[src/rtl/npcm_pkg.sv]
// ----------------------------------------------------------------------------
// npcm_pkg
// Shared types and constants of the nearest palette color mapper.
// ----------------------------------------------------------------------------
package npcm_pkg;

  localparam int PALETTE_DEPTH = 256;
  localparam int PAL_AW        = $clog2(PALETTE_DEPTH);
  localparam int PAL_CW        = $clog2(PALETTE_DEPTH + 1);
  localparam int COLOR_W       = 8;
  localparam int ENTRY_W       = 3 * COLOR_W;
  localparam int DIST_W        = 10;
  localparam int PIXEL_W       = 32;
  localparam int COUNT_W       = 9;
  localparam int CFG_IDX_W     = 3;
  localparam int CFG_DATA_W    = 9;

  typedef enum logic [CFG_IDX_W-1:0] {
    CFG_PIXEL_MODE    = 3'd0,
    CFG_PALETTE_COUNT = 3'd1,
    CFG_RED_POS       = 3'd2,
    CFG_GREEN_POS     = 3'd3,
    CFG_BLUE_POS      = 3'd4,
    CFG_ALPHA_POS     = 3'd5,
    CFG_ALPHA_EN      = 3'd6
  } cfg_reg_e;

  typedef enum logic {
    KIND_LOAD = 1'b0,
    KIND_MAP  = 1'b1
  } kind_e;

  typedef struct packed {
    logic               kind;
    logic [7:0]         entry_index;
    logic [COLOR_W-1:0] red;
    logic [COLOR_W-1:0] green;
    logic [COLOR_W-1:0] blue;
    logic [COLOR_W-1:0] alpha;
  } in_t;

  typedef struct packed {
    logic [PIXEL_W-1:0] pixel_value;
    logic               no_match;
  } out_t;

  // map request from the front end to the search engine
  typedef struct packed {
    logic               packed_mode;
    logic [PIXEL_W-1:0] pack_word;
    logic [COLOR_W-1:0] red;
    logic [COLOR_W-1:0] green;
    logic [COLOR_W-1:0] blue;
    logic [PAL_CW-1:0]  count;
  } srch_req_t;

endpackage

[src/rtl/npcm_search.sv]
// ----------------------------------------------------------------------------
// npcm_search
// Search sequencer: one palette read per cycle, L1 distance, running minimum.
// ----------------------------------------------------------------------------
module npcm_search (
  input  logic                          clk_i,
  input  logic                          rst_ni,
  input  logic                          start_i,
  input  npcm_pkg::srch_req_t           req_i,
  output logic                          busy_o,
  output logic                          rd_en_o,
  output logic [npcm_pkg::PAL_AW-1:0]   rd_addr_o,
  input  logic [npcm_pkg::ENTRY_W-1:0]  rd_data_i,
  output logic                          res_valid_o,
  output npcm_pkg::out_t                res_o,
  input  logic                          res_take_i
);
  import npcm_pkg::*;

  typedef enum logic [1:0] {
    S_IDLE,
    S_RUN,
    S_DONE
  } state_e;

  function automatic logic [COLOR_W-1:0] gap(logic [COLOR_W-1:0] x, logic [COLOR_W-1:0] y);
    return (x > y) ? (x - y) : (y - x);
  endfunction

  state_e             state_q;
  logic               pack_q;
  logic [PIXEL_W-1:0] word_q;
  logic [COLOR_W-1:0] r_q, g_q, b_q;
  logic [PAL_CW-1:0]  n_q;
  logic [PAL_CW-1:0]  issue_q;
  logic               pend_q;
  logic [PAL_AW-1:0]  pidx_q;
  logic               found_q;
  logic [PAL_AW-1:0]  best_idx_q;
  logic [DIST_W-1:0]  best_dist_q;

  logic               rd_en;
  logic [DIST_W-1:0]  cur_dist;
  logic               better;

  assign rd_en = (state_q == S_RUN) && (issue_q < n_q);

  assign cur_dist = DIST_W'(gap(rd_data_i[3*COLOR_W-1:2*COLOR_W], r_q))
                  + DIST_W'(gap(rd_data_i[2*COLOR_W-1:COLOR_W], g_q))
                  + DIST_W'(gap(rd_data_i[COLOR_W-1:0], b_q));

  assign better = !found_q || (cur_dist < best_dist_q);

  always_ff @(posedge clk_i or negedge rst_ni) begin
    if (!rst_ni) begin
      state_q <= S_IDLE;
      issue_q <= '0;
      pend_q  <= 1'b0;
      found_q <= 1'b0;
    end else begin
      case (state_q)
        S_IDLE: begin
          if (start_i) begin
            pack_q  <= req_i.packed_mode;
            word_q  <= req_i.pack_word;
            r_q     <= req_i.red;
            g_q     <= req_i.green;
            b_q     <= req_i.blue;
            n_q     <= req_i.count;
            issue_q <= '0;
            pend_q  <= 1'b0;
            found_q <= 1'b0;
            state_q <= req_i.packed_mode ? S_DONE : S_RUN;
          end
        end
        S_RUN: begin
          pend_q <= rd_en;
          pidx_q <= issue_q[PAL_AW-1:0];
          if (rd_en) begin
            issue_q <= issue_q + PAL_CW'(1);
          end
          if (pend_q && better) begin
            found_q     <= 1'b1;
            best_idx_q  <= pidx_q;
            best_dist_q <= cur_dist;
          end
          if (!rd_en && !pend_q) begin
            state_q <= S_DONE;
          end
        end
        S_DONE: begin
          if (res_take_i) begin
            state_q <= S_IDLE;
          end
        end
        default: begin
          state_q <= S_IDLE;
        end
      endcase
    end
  end

  assign busy_o      = (state_q != S_IDLE);
  assign rd_en_o     = rd_en;
  assign rd_addr_o   = issue_q[PAL_AW-1:0];
  assign res_valid_o = (state_q == S_DONE);

  always_comb begin
    if (pack_q) begin
      res_o.pixel_value = word_q;
    end else if (found_q) begin
      res_o.pixel_value = PIXEL_W'(best_idx_q);
    end else begin
      res_o.pixel_value = '1;
    end
    res_o.no_match = !pack_q && !found_q;
  end

endmodule

[config.mk]
export PLATFORM = sky130hd
export DESIGN_NAME = npcm_search
export DESIGN_NICKNAME = d
export VERILOG_FILES = /design/src/rtl/npcm_pkg.sv /design/src/rtl/npcm_search.sv
export SDC_FILE = /design/constraint.sdc
export NUM_CORES = 1
export LEC_CHECK = 0
export ABC_AREA = 0
export BUFFER_PORTS_ARGS = -buffer_cell sky130_fd_sc_hd__buf_2
export CELL_PAD_IN_SITES_DETAIL_PLACEMENT = 0
export CELL_PAD_IN_SITES_GLOBAL_PLACEMENT = 1
export CORE_UTILIZATION = 46
export CTS_CLUSTER_DIAMETER = 60
export CTS_CLUSTER_SIZE = 10
export DETAILED_ROUTE_END_ITERATION = 6
export PLACE_DENSITY = 0.91
export SLEW_MARGIN = 20
export SYNTH_ARGS = -nofsm -noshare
export SYNTH_HDL_FRONTEND = slang
export SYNTH_SLANG_ARGS = --single-unit
[constraint.sdc]
create_clock -name clk_i -period 16.3 [get_ports clk_i]
set_input_delay 0.815 -clock clk_i [delete_from_list [all_inputs] [get_ports clk_i]]
set_output_delay 0.815 -clock clk_i [all_outputs]
set_load 0.01 [all_outputs]
==> metrics.md, run 1 <==
| Metric | Value |
|---|---|
| DRC | `0` |
| Chip height | `123 um` |
| DPL Wire Length | `10500 um` |
| Total Routing Usage GR | `18.5%` |
| Root Driver | `clkbuf_16` |
| Row cnt | `43` |
| Clock latency on the worst-skew pair | `350 ps` |
| Via density | `5.15` |
| # IOs | `138` |
| Max_slew headroom | `30.5%` |
| Grt total ovfl | `0` |
| Die area | `0.0152 sq mm` |
| Post-synth top area share | `40.8%` |
| Syn Nets | `784` |
| Worst path arrival time | `6310 ps` |
| Setup WS pre-CTS | `9590 ps` |
| Number of enable flip-flop cells after synthesis | `92` |
| Layout Nets | `907` |
| P_leak | `3.83 nW` |
| Setup TNS | `0 ps` |
| Clock sinks | `105` |
| Peak supply drop | `0.0803 mV` |
| Most frequent cell after synthesis | `inv_1` |
| Min-Delay Path Class | `input port to asynchronous set/reset pin` |
| GP Congestion | `0.853` |
| Ys flop type | `edfxtp_1` |
| Post-synth top cells | `inv_1, edfxtp_1, ha_1` |
| Crit path max fanout | `18` |
| Setup violations, final | `0` |
| RSZ-0062 raised after global routing | `no` |
| CTS Buf Count | `9` |
| Critical Path RT | `16270 ps` |
| Cell variety after synth | `55` |
| Leading area contributor after synthesis | `edfxtp_1` |
| Ratio of cells with drive above 1 in the final layout | `23.9%` |
| Synth area leaders | `edfxtp_1, ha_1, inv_1, dfrtp_1, a21o_1` |
| WL/cell | `14.8 um` |
| Mapped Area | `0.00678 sq mm` |
| Initial antenna violation count | `0` |
| Initial Util | `47.9%` |
| DRT Wirelength | `13500 um` |
| Max cap viols | `0` |
| Clock transition at path regs | `70 ps` |
| Tcrit/Tclk final | `38.9%` |
| Post-DRT Antenna Nets | `0` |
| Max-slew violations | `0` |
| Kind of start point of the critical path | `input port` |
| CTS H-tree lvls | `3` |
| Buffers on Ports | `137` |
| YS warnings | `0` |
| Seq/Total Area, Yosys | `45.6%` |
| #FFs+latches synth | `105` |
| Syn avg cell area | `11.2 sq um` |
| Routed via count | `4703` |
| Area growth, synth to finish | `15.5%` |
| Achievable Freq | `158 MHz` |
| Status | `finished clean` |
| Setup crit end kind | `flip-flop` |
| Vias in the first global route | `4874` |
| Fin cells | `913` |
| Worst slew pin tran | `1040 ps` |
| Dpl cells | `897` |
| Largest net degree at the start of global routing | `67` |
| Synthesized instance count | `605` |
| First-pass GRT wire length | `21800 um` |
| Std-Cell Core Area | `0.0141 sq mm` |
| Final worst slack | `9960 ps` |
| Inserted Diodes | `0` |
| Die W | `123 um` |
| Period minus WS final | `6340 ps` |
| Pwr Density | `114 mW/mm^2` |
| Maximum buffer depth of the clock tree | `2` |
| Final Hold Vio Count | `0` |
| Crit path kind | `input port to flip-flop` |
| Drt first pass iters | `5` |
| Setup Buffers After CTS | `0` |
| CTS tree | `done` |
| CTS resizes | `0` |
| Async set or reset register ratio after synthesis | `12.4%` |
| Final clock skew | `8.49 ps` |
| DRT iter0 DRCs | `145` |
| Post-cts hold buffer count | `0` |
-- layout by cell type (no fill, tap or decap), types with 2 or more instances in the layout --
cell type,instances
a211oi_1,9
a21o_1,42
a21oi_1,44
a221oi_1,2
and2_1,4
and3_1,2
and4_1,3
buf_2,137
buf_4,3
clkbuf_16,9
dfrtp_1,13
edfxtp_1,92
fa_1,15
ha_1,70
inv_1,103
inv_6,2
mux2_2,8
mux2_4,2
mux2i_1,14
nand2_1,18
nand2b_1,5
nand3_1,11
nand4_1,8
nor2_1,18
nor2b_1,9
nor3_1,4
o211ai_1,8
o21a_1,4
o21ai_0,17
o21bai_1,2
o31ai_1,5
xnor2_1,10
xor2_1,12
-- cell families after synthesis --
group           share of synthesized area, %
compound gates                          15.3
xor+xnor                                2.84
fa+ha+maj                               17.4
buf+inv                                 8.31
flops                                   45.6
mux                                     4.01
simple gates                            6.57
-- flip-flops by register name, summed over array words and instances (netlist names) --
signal       flops
pend_q           1
state_q          2
word_q          32
pidx_q           8
best_idx_q       8
g_q              8
issue_q          9
pack_q           1
best_dist_q     10
b_q              8
n_q              9
r_q              8
found_q          1
-- cell type report --
class                           count  area, sq um
Inverter                          103          387
Timing Repair Buffer              140          708
Clock inverter                      7         62.6
Multi-Input combinational cell    369         3130
Tap cell                          180          225
Clock buffer                        9          225
Fill cell                        1210         6320
Sequential cell                   105         3090
-- per-stage QoR --
| stage | utilization (%) | total power [mW] | instance area, sq um | hold slack [ps] |
|---|---|---|---|---|
| 3_5_place_dp | 53.3 | 0.690 | 7540 | 405 |
| 4_1_cts | 55.3 | 0.902 | 7830 | 348 |
| 3_3_place_gp | 53.3 | 0.671 | 7540 | 405 |
| 2_1_floorplan | - | 0.600 | 6780 | 400 |
| 5_1_grt | 55.3 | 0.960 | 7830 | 358 |
| 6_report | 55.3 | 0.889 | 7830 | 356 |
-- power breakdown --
group,total [mW],internal [mW],leakage [nW],switching (mW)
sequential,0.381,0.352,1.00,0.0292
combinational,0.299,0.132,2.68,0.167
clock,0.209,0.107,0.143,0.102
-- worst max-delay path, stage by stage --
cell and delay (ps):
buf_2 100, inv_1 40, ha_1 410, a211oi_1 110, o21bai_1 230, o21a_1 520, mux2i_1 290, xor2_1 130
fa_1 540, inv_1 40, ha_1 320, nor2b_1 140, o21ai_0 140, nand2_1 100, a21o_1 180, a21o_1 190
xor2_1 220, ha_1 290, a21o_1 170, a21oi_1 140, nor2b_1 50, o21ai_0 180, nand3_1 130, a31oi_2 830
-- per-layer routing --
layer	track usage (%)	up-vias	wire, um
met5	0	-	0
met4	5.12	0	145
met3	4.52	12	520
met2	33.6	107	7110
met1	21.5	2231	5700
li1	-	2353	-
-- worst paths after layout --
kind                                from        endpoint  slack [ps]  cells past startpoint
setup / recovery           rd_data_i[21]  best_dist_q[6]        9960                     24
setup reg to reg                  r_q[4]  best_dist_q[6]       10130                     22
hold reg to reg                pidx_q[0]   best_idx_q[0]         420                      0
max in group asynchronous         rst_ni      state_q[0]       15690                      1
hold / removal                    rst_ni      issue_q[2]         360                      1
min in group clk_i             pidx_q[0]   best_idx_q[0]         420                      0
Note: power is estimated with default switching activity, not from simulation.
==> run 2: changes to the inputs <==
--- a/config.mk
+++ b/config.mk
@@ -5,15 +5,15 @@
 export SDC_FILE = /design/constraint.sdc
 export NUM_CORES = 1
 export LEC_CHECK = 0
-export ABC_AREA = 0
+export ABC_AREA = 1
 export BUFFER_PORTS_ARGS = -buffer_cell sky130_fd_sc_hd__buf_2
 export CELL_PAD_IN_SITES_DETAIL_PLACEMENT = 0
 export CELL_PAD_IN_SITES_GLOBAL_PLACEMENT = 1
-export CORE_UTILIZATION = 46
+export CORE_UTILIZATION = 38
 export CTS_CLUSTER_DIAMETER = 60
 export CTS_CLUSTER_SIZE = 10
 export DETAILED_ROUTE_END_ITERATION = 6
-export PLACE_DENSITY = 0.91
+export PLACE_DENSITY = 0.84
 export SLEW_MARGIN = 20
 export SYNTH_ARGS = -nofsm -noshare
 export SYNTH_HDL_FRONTEND = slang
==> constraint.sdc (replaced) <==
create_clock -name clk_i -period 5.64 [get_ports clk_i]
set_input_delay 0.282 -clock clk_i [delete_from_list [all_inputs] [get_ports clk_i]]
set_output_delay 0.282 -clock clk_i [all_outputs]
set_load 0.01 [all_outputs]
==> run 2 against run 1 <==
  * Global-route usage decreased by 2.0 points
  * Combinational power grew to 3.5 times the previous value
  * Synthesized cell count is 42% higher
  * Die area rose by 31%
  * Synthesized area increased by 8.4%
  * Via count increased by 20%
  * Critical path type is now flip-flop to flip-flop
  * Critical endpoint is now best_dist_q[8]
==> metrics.md, run 2 <==
| Metric | Value |
|---|---|
| Status | `finished clean` |
| Total power | `2.81 mW (+220%)` |
| Most frequent cells in the layout | `nand2_1, inv_1, buf_2` |
| Total Routing Usage GR | `16.5% (-2.0 points)` |
| WL met1 | `7320 um (+28%)` |
| Syn avg cell area | `8.52 sq um (-24%)` |
| First-pass GRT wire length | `26100 um (+20%)` |
| DRC | `0 (unchanged)` |
| Peak supply drop | `0.219 mV (+170%)` |
| Die W | `141 um (+14%)` |
| Max Used Layer | `met4` |
| Max_slew headroom | `54.6% (+24 points)` |
| R2R depth | `23 (+4.5%)` |
| Clock Power Share | `23.0% (-0.5 points)` |
| Mapped Area | `0.00734 sq mm (+8.4%)` |
| Maximum buffer depth of the clock tree | `2 (unchanged)` |
| Root Driver | `clkbuf_16` |
| Async set or reset register ratio after synthesis | `12.4% (unchanged)` |
| # IOs | `138 (unchanged)` |
| YS warnings | `0 (unchanged)` |
| WL/cell | `12.2 um (-17%)` |
| Setup crit end kind | `flip-flop` |
| Biggest register | `word_q` |
| Final Hold Vio Count | `0 (unchanged)` |
| Critical Path RT | `5680 ps (-10590 ps)` |
| Met3 wire len | `495 um (-4.8%)` |
| Row cnt | `50 (+16%)` |
| Layout Nets | `1168 (+29%)` |
| Post-cts hold buffer count | `1 (+1)` |
| Worst path arrival time | `5020 ps (-1290 ps)` |
| CP max stage delay | `480 ps (-350 ps)` |
| CTS H-tree lvls | `3 (unchanged)` |
| Area growth, synth to finish | `16.5%` |
| Buffers on Ports | `137 (unchanged)` |
| Largest net degree at the start of global routing | `38 (-43%)` |
| CP Cell Sequence | `ha_1 -> nand2_1 -> o21ai_2 -> nand2_1 -> nand2_2 -> nand2_4 -> o21ai_0 -> fa_1 -> inv_1 -> ha_1 -> inv_1 -> fa_1 -> o21ai_0 -> a21oi_1 -> nor2_1 -> ha_1 -> a21oi_1 -> o21a_1 -> nand3_1 -> nand2_1 -> nand2_1 -> nor2_1 -> buf_4` |
| Share of power burned in registers | `40.0% (-2.9 points)` |
| Min-Delay Path Class | `input port to flip-flop` |
| GP Congestion | `0.865 (+1.4%)` |
| Ys flop type | `edfxtp_1` |
| Via density | `4.51 (-13%)` |
| Synth area leaders | `edfxtp_1, nand2_1, ha_1, inv_1, dfrtp_1` |
| P_leak | `4.50 nW (+17%)` |
| Max-slew violations | `0 (unchanged)` |
| Leading area contributor after synthesis | `edfxtp_1` |
| Inserted Diodes | `0 (unchanged)` |
| Syn Nets | `1041 (+33%)` |
| Psw | `1.04 mW (+250%)` |
| Met2 WL | `7350 um (+3.4%)` |
| RSZ-0062 raised after global routing | `no` |
| DPL Wire Length | `11900 um (+13%)` |
| CTS resizes | `0 (unchanged)` |
| DRT iter0 DRCs | `299 (+110%)` |
| #FFs+latches synth | `105 (unchanged)` |
| Post-synth top area share | `37.6% (-3.1 points)` |
| Synthesized instance count | `862 (+42%)` |
| Slowest cell on the critical path | `fa_1` |
| Max reg flops | `32 (unchanged)` |
| CTS tree | `done` |
| Post-DRT Antenna Nets | `0 (unchanged)` |
| Switching share of power | `37.2% (+3.6 points)` |
| Combinational Power Share | `37.0% (+3.4 points)` |
| Std-Cell Core Area | `0.0188 sq mm (+33%)` |
| Max cap viols | `0 (unchanged)` |
| DRT Wirelength | `15400 um (+14%)` |
| Initial antenna violation count | `0 (unchanged)` |
| Clock sinks | `105 (unchanged)` |
| Hold Crit Depth | `1` |
| Multi-input logic area | `0.00346 sq mm (+11%)` |
| Most frequent cell after synthesis | `nand2_1` |
| Pwr Density | `328 mW/mm^2 (+190%)` |
| Most common cell after layout, fill and taps aside | `nand2_1` |
| Tcrit/Tclk final | `88.3%` |
| Setup violations, final | `0 (unchanged)` |
| Worst slew pin tran | `680 ps (-363 ps)` |
| Final clock skew | `14.7 ps (+6.17 ps)` |
| Crit path kind | `flip-flop to flip-flop` |
| Ratio of cells with drive above 1 in the final layout | `17.3% (-6.6 points)` |
| Number of enable flip-flop cells after synthesis | `92 (unchanged)` |
| Kind of start point of the critical path | `flip-flop` |
| Grt total ovfl | `0 (unchanged)` |
| Cell variety after synth | `37 (-33%)` |
| Largest regs | `word_q (32), best_dist_q (10)` |
| Chip height | `141 um (+14%)` |
| Fillers | `1837 (+52%)` |
| Clock latency on the worst-skew pair | `360 ps (about the same)` |
| Setup Buffers After CTS | `0 (unchanged)` |
| Clock transition at path regs | `90 ps (+20 ps)` |
| Initial Util | `39.0% (-8.9 points)` |
| Routed via count | `5652 (+20%)` |
| Vias in the first global route | `5536 (+14%)` |
| Setup TNS | `0 ps (unchanged)` |
| Register area | `0.00309 sq mm (unchanged)` |
| Drt first pass iters | `4 (-1)` |
| Power Internal | `1.76 mW (+200%)` |
| CTS Buf Count | `9 (unchanged)` |
| Crit path max fanout | `18 (unchanged)` |
| Achievable Freq | `201 MHz` |
| CP most frequent cell | `nand2_1` |
| Seq/Total Area, Yosys | `42.1% (-3.5 points)` |
| Die area | `0.0199 sq mm (+31%)` |
| Period minus WS final | `4980 ps` |
| Post-synth top cells | `nand2_1, inv_1, edfxtp_1` |
-- run 2: cells by family (layout without fill, tap and decap cells) --
| family | Yosys count | in the layout | share of synthesized area, % |
|---|---|---|---|
| adder cells (fa/ha/maj) | 85 | 85 | 16.0 |
| XOR/XNOR | 39 | 39 | 4.65 |
| buffers and inverters | 192 | 324 | 10.9 |
| AND/OR/NAND/NOR | 366 | 366 | 20.3 |
| flip-flops | 105 | 105 | 42.1 |
| AO/OA/AOI/OAI | 75 | 75 | 6.08 |
-- run 2: layer usage --
metal	track usage (%)	vias to the layer above
met1	21.8	2561
met5	0	-
met4	4.98	0
met2	27.8	116
li1	-	2961
met3	2.65	14
-- run 2: worst max-delay path, delay by kind of cell (launching register included) --
family	cells	cell delay [ps]
flip-flops	1	400
AO/OA/AOI/OAI	6	1240
AND/OR/NAND/NOR	9	840
adder cells (fa/ha/maj)	5	1790
buffers and inverters	3	400
-- run 2: cell type report --
| cell class | count | share of cell area [%] |
|---|---|---|
| Timing Repair Buffer | 142 | 8.71 |
| Tap cell | 260 | 3.80 |
| Clock inverter | 7 | 0.994 |
| Inverter | 166 | 7.31 |
| Multi-Input combinational cell | 565 | 40.5 |
| Sequential cell | 105 | 36.1 |
| Clock buffer | 9 | 2.63 |
-- run 2: through the flow --
stage	utilization, %	hold slack (ps)	std cells	setup WS [ps]	cell area, sq um
final	45.4	87.8	1254	662	8560
after global routing	45.4	67.3	1254	274	8560
after CTS	45.3	73.8	1253	694	8530
after detailed placement	43.6	199	1236	732	8210
after global placement	43.6	199	1236	810	8210
after floorplan	-	-13.6	862	664	7340
-- run 2: worst paths after layout --
path | end | slack, ps | from
max | best_dist_q[8] | 660 | b_q[3]
min | word_q[26] | 90 | req_i[59]
max reg2reg | best_dist_q[8] | 660 | b_q[3]
min reg2reg | best_idx_q[0] | 420 | pidx_q[0]
max in group asynchronous | issue_q[1] | 5050 | rst_ni
min in group asynchronous | state_q[1] | 340 | rst_ni
-- run 2: power groups by stage --
| stage | clock (mW) | combinational (mW) | sequential (mW) |
|---|---|---|---|
| floorplan | 0 | 0.808 | 1.11 |
| global placement | 0 | 1.03 | 1.14 |
| detailed placement | 0 | 1.04 | 1.14 |
| CTS | 0.670 | 1.05 | 1.12 |
| global route | 0.697 | 1.21 | 1.14 |
| finish | 0.646 | 1.04 | 1.12 |
==> run 3: changes to the inputs <==
--- a/config.mk
+++ b/config.mk
@@ -9,9 +9,9 @@
 export BUFFER_PORTS_ARGS = -buffer_cell sky130_fd_sc_hd__buf_2
 export CELL_PAD_IN_SITES_DETAIL_PLACEMENT = 0
 export CELL_PAD_IN_SITES_GLOBAL_PLACEMENT = 1
+export CORE_ASPECT_RATIO = 1.75
 export CORE_UTILIZATION = 38
 export CTS_CLUSTER_DIAMETER = 60
-export CTS_CLUSTER_SIZE = 10
 export DETAILED_ROUTE_END_ITERATION = 6
 export PLACE_DENSITY = 0.84
 export SLEW_MARGIN = 20
==> run 3 against run 2 <==
  * Via count rose by 1.7%
  * Global-route usage rose by 0.86 points
  * Total power rose by 1.2%
  * Fmax barely moved
  * Sequential share of layout area rose by 0.090 points
==> metrics.md, run 3 (synthesis results as in run 2) <==
| Metric | Value |
|---|---|
| Status | `finished clean` |
| Dpl cells | `1215 (-1.7%)` |
| First-pass GRT wire length | `26500 um (+1.7%)` |
| Largest net degree at the start of global routing | `35 (-7.9%)` |
| GP Congestion | `0.875 (+1.1%)` |
| Fin cells | `1233 (-1.7%)` |
| Max cap viols | `0 (unchanged)` |
| Max-slew violations | `0 (unchanged)` |
| Peak supply drop | `0.338 mV (+54%)` |
| Std-Cell Core Area | `0.0187 sq mm (-0.45%)` |
| Vias in the first global route | `5972 (+7.9%)` |
| Final clock skew | `10.9 ps (-3.77 ps)` |
| WL/cell | `13.4 um (+9.1%)` |
| Period minus WS final | `4980 ps (+4.22 ps)` |
| RSZ-0062 raised after global routing | `no` |
| CP Buf/Inv Count | `4 (+1)` |
| DRC | `0 (unchanged)` |
| CTS Buf Count | `9 (unchanged)` |
| Most common cell after layout, fill and taps aside | `nand2_1` |
| DPL Wire Length | `13300 um (+12%)` |
| CTS tree | `done` |
| Maximum buffer depth of the clock tree | `2 (unchanged)` |
| CP Cell Sequence | `ha_1 -> nand2_1 -> o21ai_2 -> nand2_1 -> nand2_2 -> nand2_4 -> o21ai_0 -> fa_1 -> inv_1 -> ha_1 -> inv_1 -> fa_1 -> o31ai_1 -> xnor2_1 -> inv_1 -> ha_1 -> a21oi_1 -> nand2_1 -> nand2_1 -> nand3_1 -> nand2_1 -> nand2_1 -> nor2_1 -> buf_4` |
| Drt first pass iters | `4 (unchanged)` |
| Pwr Density | `333 mW/mm^2 (+1.5%)` |
| Setup crit end kind | `flip-flop` |
| Max Used Layer | `met4` |
| Max reg flops | `32 (unchanged)` |
| Largest regs | `word_q (32), best_dist_q (10)` |
| Initial Util | `39.2% (+0.18 points)` |
| Max_slew headroom | `50.0% (-4.7 points)` |
| Met2 WL | `9570 um (+30%)` |
| Chip height | `186 um (+32%)` |
| Inserted Diodes | `0 (unchanged)` |
| Kind of start point of the critical path | `flip-flop` |
| Total Routing Usage GR | `17.4% (+0.86 points)` |
| # IOs | `138 (unchanged)` |
| Tcrit/Tclk final | `88.3% (about the same)` |
| DRT Wirelength | `16500 um (+7.3%)` |
| CP max stage delay | `500 ps (+20 ps)` |
| Slowest cell on the critical path | `ha_1` |
| Min-Delay Path Class | `input port to flip-flop` |
| Via density | `4.66 (+3.4%)` |
| Grt total ovfl | `0 (unchanged)` |
| Die area | `0.0199 sq mm (+0.11%)` |
| DRT iter0 DRCs | `216 (-28%)` |
| Biggest register | `word_q` |
| Post-DRT Antenna Nets | `0 (unchanged)` |
| Clock latency on the worst-skew pair | `360 ps (about the same)` |
| Setup violations, final | `0 (unchanged)` |
| P_leak | `4.50 nW (+0.17%)` |
| Ratio of cells with drive above 1 in the final layout | `17.4% (+0.083 points)` |
| Worst path arrival time | `5040 ps (+20 ps)` |
| Root Driver | `clkbuf_16` |
| CTS H-tree lvls | `3 (unchanged)` |
| Initial antenna violation count | `0 (unchanged)` |
| Fillers | `1862 (+1.4%)` |
| CP most frequent cell | `nand2_1` |
| Met3 wire len | `451 um (-8.9%)` |
| Clock sinks | `105 (unchanged)` |
| Row cnt | `66 (+32%)` |
| Buffers on Ports | `137 (unchanged)` |
| WL met1 | `5880 um (-20%)` |
| Crit path max-delay family | `adder cells` |
| Crit path kind | `flip-flop to flip-flop` |
| Final Hold Vio Count | `0 (unchanged)` |
| Register area | `0.00309 sq mm (unchanged)` |
| Routed via count | `5748 (+1.7%)` |
| Worst slew pin tran | `749 ps (+69.0 ps)` |
| Achievable Freq | `201 MHz (about the same)` |
| Multi-input logic area | `0.00346 sq mm (unchanged)` |
| Die W | `107 um (-24%)` |
| Layout Nets | `1169 (+0.086%)` |
| Crit path max fanout | `13 (-5)` |
| Critical Path RT | `5700 ps (+20 ps)` |
| Setup TNS | `0 ps (unchanged)` |
| Most frequent cells in the layout | `nand2_1, inv_1, buf_2` |
| Clock transition at path regs | `80 ps (about the same)` |
| Area growth, synth to finish | `16.3%` |
-- run 3: cell types whose count changed in the layout (fill, tap and decap cells not counted), sizes merged --
cell | before | now
buf | 141 | 142
clkinv | 4 | 1
inv | 168 | 170
bufinv | 0 | 1
-- run 3: worst reg2reg max path, stage by stage, from the launching register on --
cell	delay, ps
edfxtp_1	390
ha_1	500
nand2_1	160
o21ai_2	180
nand2_1	80
nand2_2	100
nand2_4	90
o21ai_0	330
fa_1	480
inv_1	70
ha_1	170
inv_1	70
fa_1	420
o31ai_1	330
xnor2_1	160
inv_1	70
ha_1	300
a21oi_1	150
nand2_1	60
nand2_1	50
nand3_1	70
nand2_1	60
nand2_1	60
nor2_1	130
buf_4	230
-- run 3: final timing paths --
kind,from,to,slack [ps],depth (start not counted)
max reg2reg,b_q[3],best_idx_q[3],660,24
min,req_i[2],n_q[2],90,1
max,b_q[3],best_idx_q[3],660,24
min in group asynchronous,rst_ni,issue_q[5],350,2
min reg2reg,pidx_q[1],best_idx_q[1],420,0
max in group asynchronous,rst_ni,found_q,5030,2
-- run 3: final cells by class --
type                       instances  area share (%)
tap                              238            3.49
clock buffer                       9            2.64
sequential                       105            36.2
multi-input combinational        565            40.6
clock inverter                     7           0.982
inverter                         166            7.33
timing repair buffer             143            8.82
-- run 3: metal layers --
layer  global-route usage [%]  vias up
met4                     9.21        0
met3                     2.38       37
met5                        0        -
met2                     35.4      119
li1                         -     2960
met1                     16.1     2632
-- run 3: what timing repair did --
item / 4_1_cts / 5_1_grt
endpoints found under the hold margin: 13 / 0
hold buffers: 1 / 0
setup buffers: 0 / 0
resized for setup: 0 / 0
-- run 3: per-stage QoR --
stage / setup WS, ps / cell area, sq um / power [mW] / hold WS [ps] / util, %
6_report: 658 / 8540 / 2.84 / 92.9 / 45.5
2_1_floorplan: 664 / 7340 / 1.92 / -13.6 / -
3_5_place_dp: 570 / 8190 / 2.21 / 206 / 43.7
3_3_place_gp: 722 / 8190 / 2.19 / 204 / 43.7
4_1_cts: 572 / 8510 / 2.89 / 74.9 / 45.4
5_1_grt: 227 / 8540 / 3.09 / 72.0 / 45.5
-- run 3: power breakdown --
part / internal [mW] / leakage, nW / switching (mW)
clock: 0.354 / 0.149 / 0.312
sequential: 1.03 / 0.998 / 0.0810
combinational: 0.423 / 3.36 / 0.637
total: 1.81 / 4.50 / 1.03
